<file path="src/sv/dsp_pkg.sv">
// Shared types and character constants of the decimal string parser.
package dsp_pkg;

	// Accumulator holds up to 19 decimal digits before saturation
	localparam int ACC_W     = 64;
	localparam int MANT_W    = 60;
	localparam int CNT_W     = 5;
	localparam int IN_DATA_W = 8;
	localparam int OUT_DATA_W = 72;

	typedef logic [ACC_W-1:0]  acc_t;
	typedef logic [MANT_W-1:0] mant_t;
	typedef logic [CNT_W-1:0]  cnt_t;
	typedef logic [IN_DATA_W-1:0] char_t;

	// Characters the parser recognizes
	localparam char_t CH_NUL   = 8'h00;
	localparam char_t CH_TAB   = 8'h09;
	localparam char_t CH_CR    = 8'h0D;
	localparam char_t CH_SPACE = 8'h20;
	localparam char_t CH_PLUS  = 8'h2B;
	localparam char_t CH_COMMA = 8'h2C;
	localparam char_t CH_MINUS = 8'h2D;
	localparam char_t CH_DOT   = 8'h2E;
	localparam char_t CH_ZERO  = 8'h30;
	localparam char_t CH_NINE  = 8'h39;

	// Parse phase, one-hot
	typedef enum logic [2:0] {
		PH_WS     = 3'b001,
		PH_BODY   = 3'b010,
		PH_REJECT = 3'b100
	} phase_t;

	// Running parse state
	typedef struct packed {
		phase_t phase;
		logic   negative_sign;
		logic   seen_digit;
		logic   seen_separator;
		acc_t   mantissa_accum;
		cnt_t   digit_count;
		cnt_t   fraction_count;
		logic   overflow_seen;
	} parse_state_t;

	localparam parse_state_t PARSE_RESET = '{
		phase:          PH_WS,
		negative_sign:  1'b0,
		seen_digit:     1'b0,
		seen_separator: 1'b0,
		mantissa_accum: '0,
		digit_count:    '0,
		fraction_count: '0,
		overflow_seen:  1'b0
	};

	// One parse result
	typedef struct packed {
		logic  is_valid;
		logic  is_negative;
		mant_t digit_mantissa;
		cnt_t  fraction_digits;
		logic  digits_overflowed;
	} parse_result_t;

endpackage

</file>
<file path="src/sv/dsp_step.sv">
// Next-state and result logic for one character of the decimal string parser.
module dsp_step #(
	parameter int MAX_DIGITS = 18
) (
	input  dsp_pkg::parse_state_t  cur,
	input  dsp_pkg::char_t         text_byte,
	output dsp_pkg::parse_state_t  nxt,
	output dsp_pkg::parse_result_t res
);

	localparam int LIMIT = (MAX_DIGITS > 19) ? 19 : MAX_DIGITS;
	localparam dsp_pkg::cnt_t DIGIT_LIMIT = dsp_pkg::cnt_t'(LIMIT);

	logic is_digit;
	logic is_sep;
	logic is_space;
	logic is_sign;
	logic do_body;
	logic ok;
	logic sat;
	dsp_pkg::acc_t acc_times_ten;

	// Character classes
	assign is_digit = (text_byte >= dsp_pkg::CH_ZERO) && (text_byte <= dsp_pkg::CH_NINE);
	assign is_sep   = (text_byte == dsp_pkg::CH_DOT) || (text_byte == dsp_pkg::CH_COMMA);
	assign is_space = (text_byte == dsp_pkg::CH_SPACE) ||
		((text_byte >= dsp_pkg::CH_TAB) && (text_byte <= dsp_pkg::CH_CR));
	assign is_sign  = (text_byte == dsp_pkg::CH_MINUS) || (text_byte == dsp_pkg::CH_PLUS);

	// Body handling applies in body phase, or for the first non-blank non-sign char
	assign do_body = (cur.phase == dsp_pkg::PH_BODY) ||
		((cur.phase == dsp_pkg::PH_WS) && !is_space && !is_sign);

	// acc*10 + digit as shift-add
	assign acc_times_ten = (cur.mantissa_accum << 3) + (cur.mantissa_accum << 1)
		+ {{(dsp_pkg::ACC_W-4){1'b0}}, text_byte[3:0]};

	// Result fields at the terminator
	assign ok  = (cur.phase != dsp_pkg::PH_REJECT) && cur.seen_digit;
	assign sat = |cur.mantissa_accum[dsp_pkg::ACC_W-1:dsp_pkg::MANT_W];

	always_comb begin
		res.is_valid          = ok;
		res.is_negative       = ok && cur.negative_sign;
		res.digit_mantissa    = '0;
		res.fraction_digits   = '0;
		res.digits_overflowed = ok && (cur.overflow_seen || sat);
		if (ok) begin
			res.digit_mantissa  = sat ? '1 : cur.mantissa_accum[dsp_pkg::MANT_W-1:0];
			res.fraction_digits = cur.fraction_count;
		end
	end

	// State update
	always_comb begin
		nxt = cur;
		if (text_byte == dsp_pkg::CH_NUL) begin
			nxt = dsp_pkg::PARSE_RESET;
		end else if (cur.phase == dsp_pkg::PH_REJECT) begin
			nxt.phase = dsp_pkg::PH_REJECT;
		end else if (do_body) begin
			nxt.phase = dsp_pkg::PH_BODY;
			if (is_digit) begin
				nxt.seen_digit = 1'b1;
				if (cur.digit_count < DIGIT_LIMIT) begin
					nxt.mantissa_accum = acc_times_ten;
					nxt.digit_count    = cur.digit_count + 1'b1;
					if (cur.seen_separator) begin
						nxt.fraction_count = cur.fraction_count + 1'b1;
					end
				end else begin
					nxt.overflow_seen = 1'b1;
				end
			end else if (is_sep && !cur.seen_separator) begin
				nxt.seen_separator = 1'b1;
			end else begin
				nxt.phase = dsp_pkg::PH_REJECT;
			end
		end else if (is_sign) begin
			nxt.phase         = dsp_pkg::PH_BODY;
			nxt.negative_sign = (text_byte == dsp_pkg::CH_MINUS);
		end
	end

endmodule

</file>
<file path="src/sv/decimal_string_parser.sv">
// Top level of the decimal string parser: input register, parse state, result register.
// Takes a NUL-terminated text one byte per transfer and, at the NUL, delivers one result
// (valid, sign, decimal mantissa, fraction digit count, overflow); other bytes give no
// result. Leading whitespace and one sign are allowed, then digits and at most one '.'
// or ','. A byte can be accepted every cycle: each byte passes through the input
// register and is folded into the parse state by one multiply-by-ten shift-add. A result
// is loaded into the output register at the same edge its NUL leaves the input register,
// so m_tvalid comes from the output register and the result is held there until the sink
// takes it. Input stalls only while a NUL waits behind a result that the sink has not
// taken.
module decimal_string_parser #(
	parameter int MAX_DIGITS = 18
) (
	input  logic        clk,
	input  logic        arst_n,
	input  logic        s_tvalid,
	output logic        s_tready,
	input  logic [7:0]  s_tdata,   // [7:0] text_byte
	output logic        m_tvalid,
	input  logic        m_tready,
	output logic [71:0] m_tdata    // [0] is_valid, [1] is_negative, [61:2] digit_mantissa,
	                               // [66:62] fraction_digits, [67] digits_overflowed
);

	localparam int LIMIT = (MAX_DIGITS > 19) ? 19 : MAX_DIGITS;
	localparam dsp_pkg::cnt_t DIGIT_LIMIT = dsp_pkg::cnt_t'(LIMIT);

	logic                   valid_s1;
	dsp_pkg::char_t         byte_s1;
	logic                   advance_s1;
	logic                   is_nul_s1;
	dsp_pkg::parse_state_t  state_q;
	dsp_pkg::parse_state_t  state_nxt;
	dsp_pkg::parse_result_t res_nxt;
	dsp_pkg::parse_result_t res_q;
	logic                   out_valid_q;

	// A NUL moves on only if the result register is free or being drained
	assign is_nul_s1  = (byte_s1 == dsp_pkg::CH_NUL);
	assign advance_s1 = !is_nul_s1 || !out_valid_q || m_tready;
	assign s_tready   = !valid_s1 || advance_s1;

	// Input register
	always_ff @(posedge clk or negedge arst_n) begin
		if (!arst_n) begin
			valid_s1 <= 1'b0;
		end else if (s_tready) begin
			valid_s1 <= s_tvalid;
		end
	end

	always_ff @(posedge clk) begin
		if (s_tready && s_tvalid) begin
			byte_s1 <= s_tdata;
		end
	end

	dsp_step #(
		.MAX_DIGITS(MAX_DIGITS)
	) u_step (
		.cur      (state_q),
		.text_byte(byte_s1),
		.nxt      (state_nxt),
		.res      (res_nxt)
	);

	// Parse state
	always_ff @(posedge clk or negedge arst_n) begin
		if (!arst_n) begin
			state_q <= dsp_pkg::PARSE_RESET;
		end else if (valid_s1 && advance_s1) begin
			state_q <= state_nxt;
		end
	end

	// Result register
	always_ff @(posedge clk or negedge arst_n) begin
		if (!arst_n) begin
			out_valid_q <= 1'b0;
		end else if (valid_s1 && is_nul_s1 && advance_s1) begin
			out_valid_q <= 1'b1;
		end else if (m_tready) begin
			out_valid_q <= 1'b0;
		end
	end

	always_ff @(posedge clk) begin
		if (valid_s1 && is_nul_s1 && advance_s1) begin
			res_q <= res_nxt;
		end
	end

	assign m_tvalid = out_valid_q;
	assign m_tdata  = {4'b0000, res_q.digits_overflowed, res_q.fraction_digits,
		res_q.digit_mantissa, res_q.is_negative, res_q.is_valid};

`ifndef SYNTHESIS
	// A NUL leaving the input register always loads a result
	a_nul_gives_result: assert property (@(posedge clk) disable iff (!arst_n)
		(valid_s1 && is_nul_s1 && advance_s1) |=> out_valid_q)
		else $error("NUL transfer did not produce a result");

	// Invalid results carry all-zero fields
	a_invalid_zero: assert property (@(posedge clk) disable iff (!arst_n)
		(out_valid_q && !res_q.is_valid) |-> (res_q.digit_mantissa == '0 &&
		res_q.fraction_digits == '0 && !res_q.is_negative && !res_q.digits_overflowed))
		else $error("invalid result with nonzero fields");

	// Held digit count never passes the limit
	a_digit_limit: assert property (@(posedge clk) disable iff (!arst_n)
		state_q.digit_count <= DIGIT_LIMIT)
		else $error("digit count beyond limit");

	// Fraction digits are a subset of held digits
	a_frac_le_digits: assert property (@(posedge clk) disable iff (!arst_n)
		state_q.fraction_count <= state_q.digit_count)
		else $error("fraction count exceeds digit count");
`endif

endmodule
</file>
<file path="config.mk">
export PLATFORM = sky130hd
export DESIGN_NAME = decimal_string_parser
export DESIGN_NICKNAME = d
export VERILOG_FILES = /design/src/sv/dsp_pkg.sv /design/src/sv/dsp_step.sv /design/src/sv/decimal_string_parser.sv
export SDC_FILE = /design/constraint.sdc
export NUM_CORES = 1
export LEC_CHECK = 0
export CELL_PAD_IN_SITES_DETAIL_PLACEMENT = 0
export CELL_PAD_IN_SITES_GLOBAL_PLACEMENT = 1
export CORE_UTILIZATION = 30
export CTS_CLUSTER_DIAMETER = 80
export DETAILED_ROUTE_END_ITERATION = 10
export DONT_BUFFER_PORTS = 1
export HOLD_SLACK_MARGIN = 0.03
export PLACE_DENSITY = 0.59
export RECOVER_POWER = 100
export SLEW_MARGIN = 25
export SYNTH_ARGS = -nofsm -noshare
export SYNTH_HDL_FRONTEND = slang
export SYNTH_SLANG_ARGS = --single-unit
export TNS_END_PERCENT = 10
</file>
<file path="constraint.sdc">
create_clock -name clk -period 3.85 [get_ports clk]
set_clock_uncertainty 0.05 [all_clocks]
set_input_delay 0.1925 -clock clk [delete_from_list [all_inputs] [get_ports clk]]
set_output_delay 0.1925 -clock clk [all_outputs]
set_load 0.1 [all_outputs]
</file>
==> run_results.csv, run 1 <==
group,metric,value,unit
status,status,"finished, violations left",
status,violations,"capacitance limit, slew limit",
floorplan,ios,86,
drt,vias_per_cell,5.04,
drt,drcViolationCount,0,
min_path,hp-class,"in2reg",
critical_path,critPathBufInv,3,
critical_path,crit_end,"byte_s1[1]$_DFFE_PP_",
synth,yosysWarnings,0,
power_and_ir_drop,leakagePower,5.32,nW
cts,root_buffer,"clkbuf_16",
sta,final-setup-viol-count,0,
critical_path,cp_num_cells,7,
place,port_buffers,0,
synth,synth_top_area_share,21.5,%
floorplan,core-area,34700,um2
critical_path,r2r_start,"m_tvalid$_DFFE_PN0P_",
cts,clock-sinks,159,
critical_path,cp-start-kind,"flop",
layout,n_antenna_cell,0,
power_and_ir_drop,cellPowerDensity,357,nW/um2
layout,syn2layout_area_growth,11.5,%
drt,wl_per_cell,17.1,um
place,finalWeightedCongestion,0.813,
cts,cts.clk_slew.worst_paths,0.07,ns
drt,drt_pass1_iterations,4,
place,hpwl,19.9,mm
synth,ys_types,76,
cts,cts_buffers,17,
layout,drive_above_1_share,6.49,%
cts,worstSkewPairLatency,0.45,ns
drt,wirelength,27.5,mm
critical_path,crit_required,3.92,ns
synth,ys_ff_latch,159,
floorplan,rows,68,
cts,cts_tree,"yes",
floorplan,die_area,36200,um2
synth,yosysMostFrequentCell,"nor2_1",
synth,ys_top_cells_by_area,"edfxtp_1 (21%), dfrtp_1 (19%), ha_1 (15%)",
cts,cts_max_path_buffers,2,
sta,fin_crit_sh,94.5,%
sta,drv_slew,122,
synth,yosysSeqAreaShare,41.0,%
flow_run,drv_cap,2,
place,place_ws,0.00790,ns
critical_path,worstPathMaxFanout,8,
critical_path,ff2ff_path_depth,7,
synth,synthFlopType,"dfrtp_1",
drt,final_antenna_net_count,0,
grt,grt_overflow_total,0,
sta,tns,0,ns
floorplan,initial_core_util,30.6,%
layout,final_net_count,1280,
grt,antenna_found_initial,0,
grt,grt_max_degree,84,
min_path,hold_depth,1,
critical_path,critPathKind,"reg2reg",
critical_path,startpoint,"m_tvalid$_DFFE_PN0P_",
grt,grt_pass1_wl,45.6,mm
sta,max_slew_margin,-54.1,%
synth,synth_top_area_cell,"edfxtp_1",
sta,setup_ws,0.211,ns
synth,synth_edf_count,76,
synth,netlist_instances,1142,
floorplan,die_x,190,um
critical_path,crit_family,"simple AND/OR/NAND/NOR gates",
critical_path,r2r_slack,0.21,ns
critical_path,crit_arrival,3.71,ns
sta,hold_violations,0,
floorplan,die_h,190,um
sta,period_needed,3.64,ns
cts,h-tree-depth,4,
drt,vias,8108,
critical_path,r2r-end,"byte_s1[1]$_DFFE_PP_",
critical_path,endpoint_kind,"flop",
critical_path,slowest_delay,0.88,ns
synth,synth.avg_cell_area,9.31,um2
critical_path,cp_cell_sequence,"clkbuf_1 > nand2b_1 > or4_1 > inv_1 > nand2_1 > clkbuf_2 > and2_0",
synth,ys_top_cells_by_count,"nor2_1 (173), nand2_1 (125), ha_1 (124)",
synth,syn_area,10600,um2
sta,worst_pin_slew,2.31,ns
synth,postSynth.asyncResetShare,52.2,%
sta,rsz0062_at_grt,"false",
grt,grt_pass1_vias,8420,
cts,post_cts_buffers,0,
critical_path,worst_path_max_delay_cell,"clkbuf_1",
drt,drtIter0Drc,422,
grt,gr-usage-all-layers,16.0,%
power_and_ir_drop,vdd_ir_drop_max,302,uV
sta,fmax,0.275,GHz
[per-stage QoR]
step | utilization [%] | std cells | hold WS [ns] | total power [mW] | cell area (um2)
4_1_cts | 34.3 | 1610 | 0.138 | 4.32 | 11900
3_5_place_dp | 32.2 | 1566 | -0.144 | 2.51 | 11200
3_3_place_gp | 32.2 | 1566 | -0.145 | 2.50 | 11200
6_report | 34.2 | 1610 | 0.246 | 4.23 | 11900
5_1_grt | 34.2 | 1610 | 0.250 | 4.44 | 11900
2_1_floorplan | - | 1145 | -0.153 | 2.33 | 10600
[final cells by class]
| type | instances | area (um2) |
|---|---|---|
| timing repair buffer | 33 | 278 |
| inverter | 28 | 106 |
| sequential | 159 | 4360 |
| fill | 3598 | 22900 |
| tap | 455 | 569 |
| clock buffer | 18 | 429 |
| clock inverter | 14 | 160 |
| multi-input combinational | 903 | 5950 |
[kinds of logic (layout without fill, tap and decap cells)]
| family | count (synthesis) | in the layout | share of synthesized area [%] |
|---|---|---|---|
| buffers and inverters | 83 | 93 | 3.37 |
| and+or+nand+nor | 406 | 406 | 17.0 |
| xor gates and xnor gates | 63 | 63 | 5.19 |
| muxes | 2 | 2 | 0.200 |
| DFF | 159 | 159 | 41.0 |
| adders and majority gates | 126 | 126 | 15.0 |
| AOI/OAI and AO/OA | 302 | 302 | 18.2 |
| other | 1 | 4 | 0.0353 |
[worst register-to-register path, delay by kind of cell (launching register included)]
family                 cells  cell delay, ns
and+or+nand+nor            4            1.55
buffers and inverters      3            1.38
DFF                        1            0.32
[layer usage]
layer / track usage, % / vias to the layer above / wire [um]
met4: 4.46 / 0 / 283
met1: 21.8 / 3894 / 13900
met5: 0 / - / 0
met2: 26.1 / 78 / 12800
li1: - / 4121 / -
met3: 2.78 / 15 / 526
[how the worst min path moves through the flow]
stage	from	to	slack [ns]
2_1_floorplan	arst_n	m_tvalid$_DFFE_PN0P_	-0.15
3_3_place_gp	arst_n	state_q[63]$_DFFE_PN0P_	-0.14
3_5_place_dp	arst_n	state_q[63]$_DFFE_PN0P_	-0.14
4_1_cts	s_tvalid	byte_s1[2]$_DFFE_PP_	0.14
5_1_grt	s_tvalid	byte_s1[3]$_DFFE_PP_	0.25
6_report	s_tvalid	byte_s1[2]$_DFFE_PP_	0.25
[what timing repair did]
| action | in CTS | in global routing |
|---|---|---|
| pin swaps | 0 | 2 |
| hold buffers | 12 | 0 |
| endpoints found under the hold margin | 93 | 0 |
| endpoints found under the setup margin | 1 | 7 |
| gates resized for setup | 1 | 6 |
[report_power, final]
part / internal [mW] / switching [mW] / total (mW)
Combinational: 0.189 / 0.387 / 0.576
Sequential: 1.84 / 0.0659 / 1.90
Clock: 0.969 / 0.784 / 1.75
Total: 3.00 / 1.24 / 4.23
[cell usage in the layout, fill, tap and decap left out, types with 6 or more instances in the layout]
| cell type | synthesis | layout |
|---|---|---|
| a211oi_1 | 7 | 6 |
| a21o_1 | 26 | 26 |
| a21oi_1 | 74 | 73 |
| a22o_1 | 7 | 7 |
| a31oi_1 | 8 | 7 |
| and3_1 | 15 | 15 |
| buf_4 | 5 | 12 |
| clkbuf_16 | 0 | 17 |
| dfrtp_1 | 82 | 82 |
| dlygate4sd3_1 | 0 | 11 |
| edfxtp_1 | 76 | 76 |
| ha_1 | 124 | 124 |
| inv_1 | 27 | 27 |
| nand2_1 | 125 | 126 |
| nand2b_1 | 10 | 10 |
| nand3_1 | 20 | 20 |
| nand4_1 | 14 | 14 |
| nor2_1 | 173 | 173 |
| nor2b_1 | 6 | 6 |
| nor3_1 | 10 | 10 |
| o211ai_1 | 9 | 9 |
| o21a_1 | 8 | 8 |
| o21ai_0 | 88 | 89 |
| o21ai_1 | 6 | 6 |
| o21bai_1 | 14 | 14 |
| o31ai_1 | 7 | 7 |
| xnor2_1 | 38 | 38 |
| xor2_1 | 25 | 25 |
[state kept, by name, indices dropped and copies added, names as in the netlist]
signal / flops
m_tdata: 68
state_q: 81
m_tvalid: 1
valid_s1: 1
byte_s1: 8
(Power assumes the default switching activity.)
==> run 2, diff against run 1 <==
- ABC_AREA: unset -> 1
- CORE_MARGIN: unset -> 2
- MAX_ROUTING_LAYER: unset -> met4
- PLACE_DENSITY: 0.59 -> 0.62
==> run_results.csv, run 2 <==
group,metric,value,unit
critical_path,crit_arrival,3.56,ns
sta,rsz0062_at_grt,"false",
drt,drtIter0Drc,615,
place,post-place-cells,2373,
cts,cts_buffers,17,
synth,ys_top_cells_by_area,"nand2_1 (20%), edfxtp_1 (18%), dfrtp_1 (16%)",
sta,worst_pin_slew,2.44,ns
drt,wirelength,40.8,mm
critical_path,crit_end,"state_q[45]$_DFFE_PN0P_",
place,port_buffers,0,
power_and_ir_drop,sequentialPowerShare,20.6,%
synth,ys_ff_latch,159,
cts,cts_tree,"yes",
layout,stdcell_count,2417,
drt,vias,11100,
critical_path,cp_cell_sequence,"nor2_1 > nand3_2 > nor2_1 > inv_4 > nand2_2 > nand2_2 > nor2_4 > nand3_4 > inv_4 > nand3_1 > o21ai_0",
drt,wl_per_cell,16.9,um
synth,synth_edf_count,76,
power_and_ir_drop,switching_share,53.7,%
sta,fmax,0.310,GHz
drt,final_antenna_net_count,0,
synth,synth_top_area_cell,"nand2_1",
synth,yosysSeqAreaShare,34.2,%
power_and_ir_drop,p_int,5.24,mW
grt,antenna_found_initial,0,
grt,grt_max_degree,84,
layout,n_antenna_cell,0,
cts,h-tree-depth,4,
critical_path,r2r-end,"state_q[45]$_DFFE_PN0P_",
synth,postSynth.asyncResetShare,52.2,%
power_and_ir_drop,vdd_ir_drop_max,327,uV
critical_path,worstPathMaxFanout,28,
power_and_ir_drop,leakagePower,7.52,nW
min_path,hp-class,"in2reg",
place,hpwl,32.4,mm
status,violations,"capacitance limit, slew limit",
sta,fin_crit_sh,83.9,%
sta,hold_violations,0,
synth,ys_top_cells_by_count,"nand2_1 (670), inv_1 (387), ha_1 (124)",
grt,gr-usage-all-layers,19.7,%
grt,grt_pass1_vias,11200,
sta,period_needed,3.23,ns
floorplan,die_x,210,um
layout,syn2layout_area_growth,9.45,%
critical_path,worst_path_max_delay_cell,"nor2_1",
critical_path,r2r_slack,0.62,ns
status,status,"finished, violations left",
synth,netlist_instances,1854,
sta,final-setup-viol-count,0,
floorplan,die_h,210,um
critical_path,r2r_start,"byte_s1[1]$_DFFE_PP_",
critical_path,startpoint,"byte_s1[1]$_DFFE_PP_",
cts,cts.clk_slew.worst_paths,0.08,ns
critical_path,ff2ff_path_depth,11,
floorplan,initial_core_util,30.4,%
drt,drt_pass1_iterations,5,
grt,grt_pass1_wl,64.4,mm
critical_path,endpoint_kind,"flop",
synth,synth.avg_cell_area,6.87,um2
power_and_ir_drop,cellPowerDensity,811,nW/um2
floorplan,core-area,41900,um2
sta,tns,0,ns
power_and_ir_drop,combPwrFrac,63.5,%
floorplan,rows,75,
power_and_ir_drop,finalPower,11.3,mW
synth,yosysMostFrequentCell,"nand2_1",
cts,root_buffer,"clkbuf_16",
floorplan,ios,86,
flow_run,drv_cap,1,
cts,cts_resized,0,
synth,ys_types,39,
drt,vias_per_cell,4.57,
sta,drv_slew,84,
cts,worstSkewPairLatency,0.47,ns
critical_path,slowest_delay,0.61,ns
synth,syn_area,12700,um2
place,finalWeightedCongestion,0.937,
layout,final_common_cell,"nand2_1",
critical_path,critPathKind,"reg2reg",
synth,yosysWarnings,0,
critical_path,crit_required,4.18,ns
layout,regMostFlops,"state_q",
sta,max_slew_margin,-62.6,%
critical_path,cp-start-kind,"flop",
layout,fillCellCount,4597,
synth,synthFlopType,"dfrtp_1",
power_and_ir_drop,p_clk_share,15.9,%
layout,final_cell_mix,"nand2_1 (672), inv_1 (388), ha_1 (124), nor2_1 (116), a21oi_1 (108)",
cts,cts_max_path_buffers,2,
synth,synth_top_area_share,19.8,%
min_path,hold_depth,6,
layout,largest_reg_flops,81,
floorplan,die_area,44100,um2
grt,grt_overflow_total,0,
layout,final_net_count,2003,
cts,clock-sinks,159,
layout,drive_above_1_share,2.93,%
drt,drcViolationCount,0,
power_and_ir_drop,power_switching,6.07,mW
==> run 2: power groups by stage <==
stage	Combinational, mW	Sequential [mW]	Clock [mW]
after global routing	8.13	2.37	1.91
after CTS	7.29	2.34	1.86
after floorplan	5.05	2.26	0
after global placement	7.27	2.36	0
final	7.18	2.33	1.80
after detailed placement	7.21	2.37	0
==> run 2: worst min path at each step <==
stage / from / end / slack, ns
after global routing: m_tready / state_q[76]$_DFFE_PN0P_ / 0.26
after global placement: arst_n / state_q[43]$_DFFE_PN0P_ / -0.15
after CTS: m_tready / state_q[75]$_DFFE_PN0P_ / 0.17
after detailed placement: arst_n / state_q[48]$_DFFE_PN0P_ / -0.14
after floorplan: arst_n / m_tvalid$_DFFE_PN0P_ / -0.15
final: m_tready / state_q[75]$_DFFE_PN0P_ / 0.21
==> run 2: timing repair <==
action / in CTS / in global routing
hold endpoints to repair: 93 / 0
hold buffers: 12 / 0
setup buffers: 0 / 0
==> run 2: logic make-up after synthesis <==
group / synth area share (%)
simple gates: 30.2
buf+inv: 13.1
compound gates: 7.36
flops: 34.2
fa+ha+maj: 12.5
xor+xnor: 2.48
other cells: 0.0294
==> run 2: through the flow <==
stage          setup slack [ns]  util (%)  hold WS [ns]  area, um2
2_1_floorplan             0.787         -        -0.153      12700
6_report                  0.621      33.2         0.213      13900
5_1_grt                   0.372      33.2         0.265      13900
3_3_place_gp              0.723      31.7        -0.146      13300
3_5_place_dp              0.714      31.7        -0.145      13300
4_1_cts                   0.698      33.5         0.173      14100
==> run 2: area by class of cell <==
type	instances	area, um2	area share, %
well taps	539	674	4.84
multi-input cells	1276	6640	47.6
repair buffers	19	174	1.25
inverters	392	1480	10.6
clock inverters	15	190	1.36
flip-flops and latches	159	4360	31.3
clock buffers	17	425	3.05
==> run 2: worst max-delay path: cells and delay by family, from the launching register on <==
kind | cells | cell delay (ns)
AO/OA/AOI/OAI | 1 | 0.14
buffers and inverters | 2 | 0.65
flip-flops | 1 | 0.48
AND/OR/NAND/NOR | 8 | 1.79
==> run 2: layer usage <==
layer	global-route usage (%)	share of wire, %	vias up
li1	-	-	5768
met1	26.5	50	5047
met2	30.6	44	194
met3	2.62	2.8	48
met4	6.90	2.7	0
met5	-	0	-
